`config.mk`:
```
export PLATFORM = sky130hd
export DESIGN_NAME = sem_lane
export DESIGN_NICKNAME = d
export VERILOG_FILES = /design/src/sv/sem_pkg.sv /design/src/sv/sem_lane.sv
export SDC_FILE = /design/constraint.sdc
export NUM_CORES = 1
export LEC_CHECK = 0
export BUFFER_PORTS_ARGS = -buffer_cell sky130_fd_sc_hd__buf_4
export CORE_UTILIZATION = 25
export CTS_CLUSTER_DIAMETER = 120
export DETAILED_ROUTE_END_ITERATION = 16
export PLACE_DENSITY = 0.37
export SLEW_MARGIN = 20
export SYNTH_ARGS = -nofsm -noshare
export SYNTH_HDL_FRONTEND = slang
export SYNTH_SLANG_ARGS = --single-unit
```
`constraint.sdc`:
```
create_clock -name clk -period 7.75 [get_ports clk]
set_input_delay 1.55 -clock clk [delete_from_list [all_inputs] [get_ports clk]]
set_output_delay 1.55 -clock clk [all_outputs]
set_load 0.005 [all_outputs]
```
`src/sv/sem_pkg.sv`:
```
`timescale 1ns / 1ps
// Shared constants, types and register codes for the Sobel edge magnitude block.
// Used by the line buffer, the channel lanes and the top level.
package sem_pkg;

	localparam int DEF_MAX_WIDTH  = 1024;
	localparam int DEF_MAX_HEIGHT = 4096;
	localparam int RST_WIDTH      = 1024;
	localparam int RST_HEIGHT     = 1024;

	localparam int CH_W       = 8;
	localparam int PIX_W      = 3 * CH_W;
	localparam int SQRT_STEPS = 8;
	// gradient stage, sum of squares stage, then one stage per root bit
	localparam int LANE_LAT   = 2 + SQRT_STEPS;

	// largest s whose rounded root still fits below the clamp
	localparam logic [20:0] MAG_CLAMP_S = 21'd64770;
	localparam logic [7:0]  MAG_MAX     = 8'd255;

	localparam logic REG_FRAME_WIDTH  = 1'b0;
	localparam logic REG_FRAME_HEIGHT = 1'b1;

	typedef struct packed {
		logic top;
		logic bottom;
		logic left;
		logic right;
	} edge_mask_t;

	// [column][row], column 0 is the left one, row 0 the top one
	typedef logic [2:0][2:0][PIX_W-1:0] pix_win_t;
	typedef logic [2:0][2:0][CH_W-1:0]  chan_win_t;

endpackage

```
`src/sv/sem_lane.sv`:
```
`timescale 1ns / 1ps
// One color channel: masked Sobel gradients, sum of squares, bit-per-stage rounded root.
// Depends on sem_pkg.
module sem_lane (
	input  logic                clk,
	input  logic                adv,
	input  sem_pkg::chan_win_t  win,
	input  sem_pkg::edge_mask_t mask,
	output logic [sem_pkg::CH_W-1:0] mag
);
	import sem_pkg::*;

	chan_win_t          pm;
	logic [9:0]         rsum, lsum, bsum, tsum;
	logic signed [11:0] gx_s3, gy_s3;
	logic signed [20:0] gx_e, gy_e;
	logic [20:0]        sum_s4;
	logic [7:0]         root_st [1:SQRT_STEPS];
	logic [15:0]        val_st  [1:SQRT_STEPS];
	logic               big_st  [1:SQRT_STEPS];

	always_comb begin
		for (int c = 0; c < 3; c++) begin
			for (int r = 0; r < 3; r++) begin
				if ((mask.left && c == 0) || (mask.right && c == 2) ||
				    (mask.top && r == 0) || (mask.bottom && r == 2)) begin
					pm[c][r] = '0;
				end else begin
					pm[c][r] = win[c][r];
				end
			end
		end
		rsum = 10'(pm[2][0]) + {1'b0, pm[2][1], 1'b0} + 10'(pm[2][2]);
		lsum = 10'(pm[0][0]) + {1'b0, pm[0][1], 1'b0} + 10'(pm[0][2]);
		bsum = 10'(pm[0][2]) + {1'b0, pm[1][2], 1'b0} + 10'(pm[2][2]);
		tsum = 10'(pm[0][0]) + {1'b0, pm[1][0], 1'b0} + 10'(pm[2][0]);
	end

	// widen before squaring so the products keep all their bits
	assign gx_e = {{9{gx_s3[11]}}, gx_s3};
	assign gy_e = {{9{gy_s3[11]}}, gy_s3};

	always_ff @(posedge clk) begin
		if (adv) begin
			gx_s3  <= signed'({2'b00, rsum}) - signed'({2'b00, lsum});
			gy_s3  <= signed'({2'b00, bsum}) - signed'({2'b00, tsum});
			sum_s4 <= unsigned'(gx_e * gx_e) + unsigned'(gy_e * gy_e);
		end
	end

	// largest r with r*(r-1) < s, one bit per stage from the top
	for (genvar k = 0; k < SQRT_STEPS; k++) begin : g_step
		logic [7:0]  root_in;
		logic [15:0] val_in;
		logic        big_in;
		logic [7:0]  t;
		logic [15:0] prod;

		if (k == 0) begin : g_first
			assign root_in = '0;
			assign val_in  = sum_s4[15:0];
			assign big_in  = sum_s4 > MAG_CLAMP_S;
		end else begin : g_next
			assign root_in = root_st[k];
			assign val_in  = val_st[k];
			assign big_in  = big_st[k];
		end

		assign t    = root_in | (8'h80 >> k);
		assign prod = {8'h00, t} * {8'h00, t - 8'd1};

		always_ff @(posedge clk) begin
			if (adv) begin
				root_st[k+1] <= (prod < val_in) ? t : root_in;
				val_st[k+1]  <= val_in;
				big_st[k+1]  <= big_in;
			end
		end
	end

	assign mag = big_st[SQRT_STEPS] ? MAG_MAX : root_st[SQRT_STEPS];

endmodule

```
-- Word level (Yosys, flattened, before mapping)
Memory sizes are Yosys's and may differ from the RTL's.
Cells that the tools add are included.
- memory bits (read-only): 0
- register bits: 43
- memories: 3
- bits in latches: 0
- memory bits (writable): 200
- input port bits: 78
- output and inout bits: 8
- word-level logic and storage cells: 65
- memories (name ; depth ; bits a word ; rd ports ; clocked after memory_dff ; wr ports ; line ; text):
    val_st ; 8 ; 16 ; 7 ; 0 ; 8 ; sem_lane.sv:19 ; logic [15:0] val_st [1:SQRT_STEPS];
    root_st ; 8 ; 8 ; 8 ; 0 ; 8 ; sem_lane.sv:18 ; logic [7:0] root_st [1:SQRT_STEPS];
    big_st ; 8 ; 1 ; 8 ; 0 ; 8 ; sem_lane.sv:20 ; logic big_st [1:SQRT_STEPS];
- multiply operators: 9
- divide/modulo/power cells: 0
- magnitude comparators: 9
- reduce and logical (&&, ||, !) cells: 4
- equal/unequal tests: 0
- shift operators: 0
- add/subtract/negate cells: 18
- bitwise logic cells: 0
- mux-type cells: 19
- operators with widths (operator ; number):
    16-bit less-than comparator ; 7
    8-bit by 8-bit multiplier with 16-bit output ; 7
    8-bit 2-to-1 mux ; 10
    8-bit by 1-bit subtractor with 8-bit output (second input constant) ; 7
    11-bit by 11-bit multiplier with 21-bit output ; 2
    10-bit by 8-bit adder with 10-bit output ; 4
    8-bit by 9-bit adder with 10-bit output ; 4
    10-bit by 10-bit subtractor with 11-bit output ; 2
    21-bit adder ; 1
    21-bit by 16-bit > comparator with 1-bit output (second input constant) ; 1
    14-bit by 16-bit less-than comparator with 1-bit output (first input constant) ; 1
    7-bit 2-to-1 mux ; 1
    6-bit 2-to-1 mux ; 1
    5-bit 2-to-1 mux ; 1
    1-bit logical OR ; 4
    4-bit 2-to-1 mux ; 1
    1-bit 2-to-1 mux ; 3
    3-bit 2-to-1 mux ; 1
    2-bit 2-to-1 mux ; 1

-- Logic depth before layout (Yosys ltp)
Gate-level depths: netlist of run 1.
- depth after elaboration: 5
- gate-level depth with buffers: 24
- mapped depth without buffers: 23

-- Least setup slack after synthesis of run 1
Ideal clock, no wire load.
- path type: reg2reg
- start point: register gy_s3[10] (netlist name)
- end point: register sum_s4[20], data pin
- path buffers: 1
- clock period less this slack: 6563 ps
- data required time: 7488 ps
- setup time: 262 ps
- arrival time: 6301 ps
- setup slack: 1187 ps
- cell stages (with the launch flop): 22
- cells stage by stage: edfxtp_1 > clkbuf_1 > and2_1 > inv_1 > fa_1 > fa_1 > inv_1 > fa_1 > fa_1 > fa_1 > fa_1 > inv_1 > fa_1 > inv_1 > ha_1 > o21a_1 > o211ai_1 > a21oi_1 > a211oi_1 > o31ai_1 > o31ai_1 > xnor2_1
- cells in the longest elaborated chain, start to end: 2
- RTL lines (item ; line ; text):
    11-bit by 11-bit multiplier with 21-bit output ; sem_lane.sv:47 ; sum_s4 <= unsigned'(gx_e * gx_e) + unsigned'(gy_e * gy_e);
    21-bit adder ; sem_lane.sv:47 ;
    to (signal assigned) ; sem_lane.sv:47 ;
    to (decl) ; sem_lane.sv:17 ; logic [20:0] sum_s4;
Every way passes these cells.
A chain may end at the register's enable or synchronous reset.

-- Final worst setup path of run 1
- start point: register gy_s3[10] (netlist name)
- end point: register sum_s4[20], data pin
- cells in the longest elaborated chain, start to end: 2
- RTL lines (item ; line):
    11-bit by 11-bit multiplier with 21-bit output ; sem_lane.sv:47
    21-bit adder ; sem_lane.sv:47
Every way passes these cells.

==> results of run 1 <==
[logic make-up (layout without fill, tap and decap cells)]
logic type               after synthesis  in the layout
AO/OA/AOI/OAI                        219            219
XOR/XNOR                             114            114
flip-flops                           199            199
other                                  1              1
AND/OR/NAND/NOR                      397            397
multiplexers                           4              4
adder cells (fa/ha/maj)              694            694
buffers and inverters                603            700
[worst register-to-register path: cells and delay by family, from the launching register on]
kind | cells | cell delay (ps)
adder cells (fa/ha/maj) | 8 | 4230
AO/OA/AOI/OAI | 6 | 1140
flip-flops | 1 | 630
buffers and inverters | 3 | 270
AND/OR/NAND/NOR | 1 | 230
XOR/XNOR | 1 | 90
[layout make-up]
type | count | area, um^2
repair buffers | 93 | 716.9
well taps | 1265 | 1583
multi-input cells | 1429 | 15960
flip-flops and latches | 199 | 5976
fillers | 10050 | 68490
inverters | 576 | 2162
clock buffers | 19 | 432.9
clock inverters | 12 | 113.9
[sequential cells by signal, indices dropped and copies added, names as in the netlist]
signal and count:
gy_s3 11, sum_s4 21, gx_s3 11, root_st 36, val_st 112, big_st 8
[cells in the mapped netlist (all sizes together) (3+ instances only)]
library cell    n
inv           576
fa            351
ha            343
edfxtp        199
and2          111
nand2          85
xnor2          81
nor2b          65
a21oi          63
nor2           58
o21ai          43
xor2           33
a21o           32
clkbuf         27
nand2b         17
o21a           15
or2            12
o21bai         10
o31ai          10
nand4           9
nand3           8
nor3            8
a2111oi         7
or4             7
a211oi          6
a31oi           6
o211ai          5
a21boi          4
and3            4
nor4            4
mux2            3
nand3b          3
[worst paths after layout]
path | cells past startpoint | slack, ps | endpoint
worst min register to register | 0 | 430 | big_st[0][7]
worst max register to register | 19 | 870 | sum_s4[20]
worst max-delay path | 19 | 870 | sum_s4[20]
worst min-delay path | 0 | 430 | big_st[0][7]
[layer usage]
layer,up-vias,GRT usage
met3,40,0.01211
met4,0,0.03160
met5,-,0
li1,7193,-
met2,95,0.2076
met1,7265,0.1449
[stage by stage]
step / utilization / cell area, um^2 / hold slack [ps] / instances / setup slack (ps)
3_3_place_gp: 0.2766 / 26400 / 403.8 / 3562 / 794.7
2_1_floorplan: - / 24200 / 400.3 / 2231 / 1187
4_1_cts: 0.2823 / 26950 / 423.5 / 3593 / 732.5
6_report: 0.2823 / 26950 / 425.2 / 3593 / 869.0
5_1_grt: 0.2823 / 26950 / 444.1 / 3593 / 398.0
3_5_place_dp: 0.2766 / 26400 / 404.5 / 3562 / 782.8
==> impl_results.md, run 1 <==
- Yosys reg bits: 199
- Final setup violation count: 0
- DR vias/cell: 4.062
- Cell accounting for the most synthesized area: fa_1
- Die width: 313.1 um
- Largest cells by area after synthesis: fa_1 (29%), edfxtp_1 (25%), ha_1 (18%)
- Crit path top cell by count: fa_1
- Latest clock arrival within the worst-skew pair: 490 ps
- Total CTS buffers: 17
- Initial core utilization: 0.2536
- Largest net degree at the start of global routing: between 150 and 200
- Detailed Route Iter0 Violations: 506
- Worst Hold Launch: big_st[0][6]
- Overall routing resource usage: 0.1151
- CP Buf/Inv Count: 3
- Rows: 113
- Final setup TNS: 0 ps
- Register clock-pin slew on the reported worst setup and hold paths: 80 ps
- # hold bufs at CTS: 0
- DR pass1 iterations: 4
- Wirelength, routed: 51.62 mm
- Post-synthesis xor/xnor area fraction: 0.04126
- Worst slew pin tran: 1239 ps
- WS Path Type: reg2reg
- Fin. Hold Viols: 0
- Met1 WL: 23.14 mm
- Final period utilization: 0.8879
- CP max-delay cell: fa_1
- WL per Instance: 14.37 um
- Synth Instances: about 2200
- CTS tree: done
- Worst setup path start: gy_s3[10]
- Critical path's top delay family: adder cells
- Max Transition Viols Final: 0
- CTS Root Cell: clkbuf_16
- CP peak stage delay: 730 ps
- RR Startpoint: gy_s3[10]
- Worst-case clock buffer depth: 2
- Placer Congestion: 0.7778
- Number of diodes: 0
- Post-synthesis mux area share: 0.001810
- Top-area cell type share of the netlist area: 0.2904
- Met2 Wirelength: 26.63 mm
- Port buffer count: 77
- Arrival time worst endpoint: 7110 ps
- Setup crit end kind: register
- Relative slew slack: 0.1743
- Die height: 313.1 um
- Clock Sinks: 199
- Skew final: 21.30 ps
- Unrepaired setup endpoints after global routing: false
- Worst hold path class: reg2reg
- Antenna-violating nets left: 0
- Core Area: 95440 um^2
- H-tree level count: 4
- Avg Cell Area, Syn: 10.85 um^2
- Top Metal Used: met4
- Dpl hpwl: 44.60 mm
- Worst endpoint required time: 7980 ps
- CP Launch Type: register
- Number of synthesized flops with an enable pin: 199
- Most frequent cells in the layout: inv_1 (576), fa_1 (351), ha_1 (343)
- Global-route wire length before repair: 88.40 mm
- Max Fclk: 145.3 MHz
- Compound-Gate Fraction of Synth Area: 0.06059
- Max cap viols: 0
- Die Area: 98050 um^2
- Status: completed
- PostCTS Resize Cnt: 0
- DRC violations left: 0
- Synth unique cells: 56
- Worst-path cell chain: nand2_1 > fa_1 > inv_1 > fa_1 > fa_1 > fa_1 > fa_1 > fa_1 > inv_1 > fa_1 > inv_1 > ha_1 > o21a_1 > o211ai_1 > a21oi_1 > a211oi_1 > o31ai_1 > o31ai_1 > xnor2_1
- Detailed-route via count: between 10000 and 15000
- Largest family of logic cells by synthesized area: adder cells
- Final net count: between 3000 and 4000
- Layout cells sized above 1: 0.06400
- Post-synth ARST share: 0
- Most common cell after layout, fill and taps aside: inv_1
- Mapped Nets: 3003
- Initial antenna violation count: 1
- Max FO, Critical Path: 13
- Simple-Gate Fraction of Synth Area: 0.08805
- Met3 WL: 956 um
- Ys Warns: 0
- Vias in the first global route: 16900
- Area growth from synthesis to layout: 11.34%
- I/O pins: 86
- Adder-cell share of the synthesized area: 0.4677
- Mapped Area: 24200 um^2
- Total gr overflow: 0
- Sequential-to-total area share from yosys stat: 0.2469
- Total setup buffers inserted after CTS: 0
- Main synth FF type: edfxtp_1
- Final min period: between 6000 and 7000 ps
Power of run 1 is left out: the tool's default activity adds up to more than one toggle a clock period on the data nets, which glitch-free logic cannot reach.
==> run 2: changes to the inputs <==
Settings changed: RECOVER_POWER set to 50.
==> run 2 against run 1 <==
Net effect: the run now ends with capacitance limit, slew limit left; critical path depth stayed put; die area stayed put; first-iteration DRC count is 2.2% lower.
==> impl_results.md, run 2 (same netlist as run 1, synthesis figures left out) <==
- Global-route wire length before repair: 88.40 mm (unchanged)
- Fin. Hold Viols: 0 (unchanged)
- Max Transition Viols Final: 186 (+186)
- Layout cells sized above 1: 0.06314 (-0.0008591)
- Relative slew slack: -2.186 (-2.361)
- Arrival time worst endpoint: 7110 ps (about the same)
- Largest register FFs: 112 (unchanged)
- Die height: 313.1 um (unchanged)
- Antenna-violating nets left: 0 (unchanged)
- Unrepaired setup endpoints after global routing: false
- Worst-case clock buffer depth: 2 (unchanged)
- Most frequent cells in the layout: inv_1 (576), fa_1 (351), ha_1 (343)
- Total gr overflow: 0 (unchanged)
- Max cap viols: 1 (+1)
- Total setup buffers inserted after CTS: 0 (unchanged)
- Final min period: 6881 ps (+0.009000 ps)
- Vias in the first global route: 16900 (unchanged)
- Initial core utilization: 0.2536 (unchanged)
- Rows: 113 (unchanged)
- Overall routing resource usage: 0.1151 (unchanged)
- Skew final: 21.31 ps (+0.007700 ps)
- DRC violations left: 0 (unchanged)
- Die width: 313.1 um (unchanged)
- WS Path Type: reg2reg
- Total CTS buffers: 17 (unchanged)
- Die Area: 98050 um^2 (unchanged)
- PostCTS Resize Cnt: 0 (unchanged)
- CP Launch Type: register
- Most common cell after layout, fill and taps aside: inv_1
- WL per Instance: 14.38 um (about the same)
- Core Area: 95440 um^2 (unchanged)
- Area growth from synthesis to layout: 11.22%
- Initial antenna violation count: 1 (unchanged)
- Failing checks: capacitance limit, slew limit
- DR vias/cell: 4.060 (about the same)
- Worst hold path class: reg2reg
- I/O pins: 86 (unchanged)
- # hold bufs at CTS: 0 (unchanged)
- Met1 usage: 0.1449 (unchanged)
- Fillcell total: 10050 (+0.050%)
- Largest registers: val_st x112, root_st x36, sum_s4 x21
- Wirelength, routed: 51.65 mm (about the same)
- Setup crit end kind: register
- Placer Congestion: 0.7778 (unchanged)
- CTS Root Cell: clkbuf_16
- DR pass1 iterations: 4 (unchanged)
- Worst slew pin tran: 4779 ps (+3541 ps)
- Number of diodes: 0 (unchanged)
- Worst endpoint required time: 7980 ps (about the same)
- Largest net degree at the start of global routing: 186 (unchanged)
- Top reg by flops: val_st
- Register clock-pin slew on the reported worst setup and hold paths: 80 ps (about the same)
- Port buffer count: 77 (unchanged)
- Detailed-route via count: 14590 (-0.027%)
- Met3 Resource Use GR: 0.01211 (unchanged)
- Final period utilization: 0.8879 (about the same)
- Latest clock arrival within the worst-skew pair: 490 ps (about the same)
- Detailed Route Iter0 Violations: 495 (-2.2%)
- Final setup violation count: 0 (unchanged)
- Dpl hpwl: 44.60 mm (unchanged)
- Final net count: 3088 (unchanged)
- H-tree level count: 4 (unchanged)
- Max FO, Critical Path: 13 (unchanged)
- Final setup TNS: 0 ps (unchanged)
- Clock Sinks: 199 (unchanged)
- Status: finished with violations
- CTS tree: done
- Max Fclk: 145.3 MHz (unchanged)
- M2 GR Usage: 0.2076 (unchanged)
- Most Crowded Layer GR: met2
-- run 2: changes by cell type in the layout (fill, tap and decap cells not counted), sizes merged --
cell and change:
clkbuf +2, buf -2
-- run 2: final cells by class --
type	instances	area, um^2	share of cell area
Clock buffer	19	432.9	0.01608
Inverter	576	2162	0.08032
Multi-Input combinational cell	1429	15960	0.5930
Sequential cell	199	5976	0.2220
Tap cell	1265	1583	0.05880
Clock inverter	12	113.9	0.004230
Timing Repair Buffer	93	688.2	0.02557
-- run 2: per-layer routing --
| layer | share of wire | vias to the layer above | wire, um |
|---|---|---|---|
| li1 | - | 7193 | - |
| met4 | 0.017 | 0 | 893 |
| met1 | 0.45 | 7267 | 23240 |
| met5 | 0 | - | 0 |
| met2 | 0.52 | 89 | 26650 |
| met3 | 0.017 | 40 | 868 |
-- run 2: through the flow --
stage	hold WS (ps)	instance area, um^2	instances	setup slack (ps)	utilization
after floorplan	400.3	24200	2231	1187	-
after global placement	403.8	26400	3562	794.7	0.2766
after detailed placement	404.5	26400	3562	782.8	0.2766
after CTS	423.5	26950	3593	732.5	0.2823
after global routing	444.1	26920	3593	398.0	0.2820
final	425.2	26920	3593	869.0	0.2820
-- run 2: critical path, cell delays in order (launching register included) --
cell	delay [ps]
edfxtp_1	630
nand2_1	230
fa_1	730
inv_1	180
fa_1	570
fa_1	450
fa_1	540
fa_1	520
fa_1	540
inv_1	50
fa_1	530
inv_1	40
ha_1	330
o21a_1	210
o211ai_1	200
a21oi_1	60
a211oi_1	230
o31ai_1	170
o31ai_1	270
xnor2_1	90
-- run 2: path summary, 6_finish.rpt --
check                      end          from  cells past startpoint  slack (ps)
setup / recovery    sum_s4[20]     gy_s3[10]                     19         870
hold / removal    big_st[0][7]  big_st[0][6]                      0         430
setup reg to reg    sum_s4[20]     gy_s3[10]                     19         870
hold reg to reg   big_st[0][7]  big_st[0][6]                      0         430
Power of run 2 is left out for the same reason.
==> run 3: changes to the inputs <==
Settings changed: CTS_BUF_LIST set to sky130_fd_sc_hd__clkbuf_4 sky130_fd_sc_hd__clkbuf_8.
==> run 3 against run 2 <==
Net effect: the flow still finishes with violations (capacitance limit, slew limit); register-to-register slack got worse by 30 ps; core utilization fell by 0.18 points; clock skew rose by 7.0 ps; critical path depth did not move; first-iteration DRC count rose by 4.2%; wire length rose by 0.16%.
==> impl_results.md, run 3 (same netlist as run 1, synthesis figures left out) <==
- Status: finished with violations
- Failing checks: capacitance limit, slew limit
- Hold path cells: 0 (unchanged)
- Largest net degree at the start of global routing: 186 (unchanged)
- CTS tree: done
- Total gr overflow: 0 (unchanged)
- WL per Instance: 14.39 um (about the same)
- Worst slew pin tran: 4799 ps (+19.90 ps)
- Total setup buffers inserted after CTS: 0 (unchanged)
- CP Launch Type: register
- Max cap viols: 1 (unchanged)
- Worst reg2reg path endpoint: sum_s4[20]
- # hold bufs at CTS: 0 (unchanged)
- Max Transition Viols Final: 186 (unchanged)
- Register clock-pin slew on the reported worst setup and hold paths: 120 ps (+40 ps)
- DRC violations left: 0 (unchanged)
- Port buffer count: 77 (unchanged)
- Core Area: 95440 um^2 (unchanged)
- Fillcell total: 10070 (+0.19%)
- Vias in the first global route: 16890 (-0.065%)
- Worst hold path class: reg2reg
- Global-route wire length before repair: 88.33 mm (about the same)
- WS Path Type: reg2reg
- Total CTS buffers: 17 (unchanged)
- CP max-delay cell: fa_1
- RR Startpoint: gy_s3[10]
- Worst reg2reg path depth: 19 (unchanged)
- DR vias/cell: 4.058 (about the same)
- Initial antenna violation count: 1 (unchanged)
- Final net count: 3088 (unchanged)
- Die Area: 98050 um^2 (unchanged)
- Dpl hpwl: 44.60 mm (unchanged)
- Top reg by flops: val_st
- Worst Hold Launch: big_st[0][6]
- Rows: 113 (unchanged)
- Clock Sinks: 199 (unchanged)
- Arrival time worst endpoint: 7220 ps (+110 ps)
- Max FO, Critical Path: 13 (unchanged)
- CTS Root Cell: clkbuf_8
- Worst endpoint required time: 8060 ps (+80 ps)
- Crit path top cell by count: fa_1
- Wirelength, routed: 51.74 mm (+0.16%)
- Die width: 313.1 um (unchanged)
- H-tree level count: 4 (unchanged)
- I/O pins: 86 (unchanged)
- PostCTS Resize Cnt: 0 (unchanged)
- Final min period: 6908 ps (+26.64 ps)
- Largest register FFs: 112 (unchanged)
- CP peak stage delay: 730 ps (about the same)
- Detailed-route via count: 14590 (+0.034%)
- Detailed Route Iter0 Violations: 516 (+4.2%)
- Hold Crit Endpoint: big_st[0][7]
- Skew final: 28.36 ps (+7.045 ps)
- Latest clock arrival within the worst-skew pair: 570 ps (+80 ps)
- Fin. Hold Viols: 0 (unchanged)
- Antenna-violating nets left: 0 (unchanged)
- Placer Congestion: 0.7778 (unchanged)
- Setup crit end kind: register
- Area growth from synthesis to layout: 10.50%
- Layout cells sized above 1: 0.06400 (+0.0008591)
- Final setup TNS: 0 ps (unchanged)
- Die height: 313.1 um (unchanged)
- Setup slack, reg-to-reg: 840 ps (-30 ps)
- Worst-path cell chain: nand2_1 > fa_1 > inv_1 > fa_1 > fa_1 > fa_1 > fa_1 > fa_1 > inv_1 > fa_1 > inv_1 > ha_1 > o21a_1 > o211ai_1 > a21oi_1 > a211oi_1 > o31ai_1 > o31ai_1 > xnor2_1
- Largest registers: val_st x112, root_st x36, sum_s4 x21
- Final setup violation count: 0 (unchanged)
- Overall routing resource usage: 0.1151 (about the same)
- Initial core utilization: 0.2536 (unchanged)
- Most frequent cells in the layout: inv_1 (576), fa_1 (351), ha_1 (343)
- Final period utilization: 0.8913 (+0.003437)
- DR pass1 iterations: 6 (+2)
- Max Fclk: 144.8 MHz (-0.39%)
- Final core utilization: 0.2802 (-0.001848)
- Unrepaired setup endpoints after global routing: false
- Worst-case clock buffer depth: 2 (unchanged)
- Relative slew slack: -2.200 (-0.01326)
- Most common cell after layout, fill and taps aside: inv_1
run 3: layout make-up:
type | instances | area [um^2] | share of cell area
Clock inverter | 12 | 113.9 | 0.004258
Sequential cell | 199 | 5976 | 0.2235
Inverter | 576 | 2162 | 0.08085
Multi-Input combinational cell | 1429 | 15960 | 0.5969
Timing Repair Buffer | 93 | 688.2 | 0.02573
Clock buffer | 19 | 249.0 | 0.009311
Antenna cell | 3 | 7.507 | 0.0002807
Tap cell | 1265 | 1583 | 0.05919
run 3: worst max-delay path: cells and delay by family, from the launching register on:
kind                     cells  cell delay [ps]
flip-flops                   1              660
AO/OA/AOI/OAI                6             1140
AND/OR/NAND/NOR              1              230
adder cells (fa/ha/maj)      8             4220
buffers and inverters        3              270
XOR/XNOR                     1               90
run 3: routing by layer:
metal  vias to the layer above  GRT usage  wire (um)
li1                       7188          -          -
met1                      7261     0.1446      23150
met2                       107     0.2074      26650
met3                        38    0.01667       1192
met4                         0    0.02461        748
met5                         -          0          0
run 3: metrics by stage:
step           hold WS (ps)  area, um^2  worst slack [ps]  cells
2_1_floorplan         400.3       24200              1187   2231
3_3_place_gp          403.8       26400             794.7   3562
3_5_place_dp          404.5       26400             782.8   3562
4_1_cts               432.2       26760             720.0   3593
5_1_grt               453.8       26730             388.4   3593
6_report              432.2       26740             842.4   3596
run 3: worst max-delay path by stage:
stage                    from         end  slack (ps)  depth (start not counted)
CTS                 gy_s3[10]  sum_s4[20]         720                         19
global route        gy_s3[10]  sum_s4[20]         390                         19
finish              gy_s3[10]  sum_s4[20]         840                         19
floorplan           gy_s3[10]  sum_s4[20]        1190                         21
global placement    gy_s3[10]  sum_s4[20]         790                         19
detailed placement  gy_s3[10]  sum_s4[20]         780                         19
Power of run 3 is left out for the same reason.
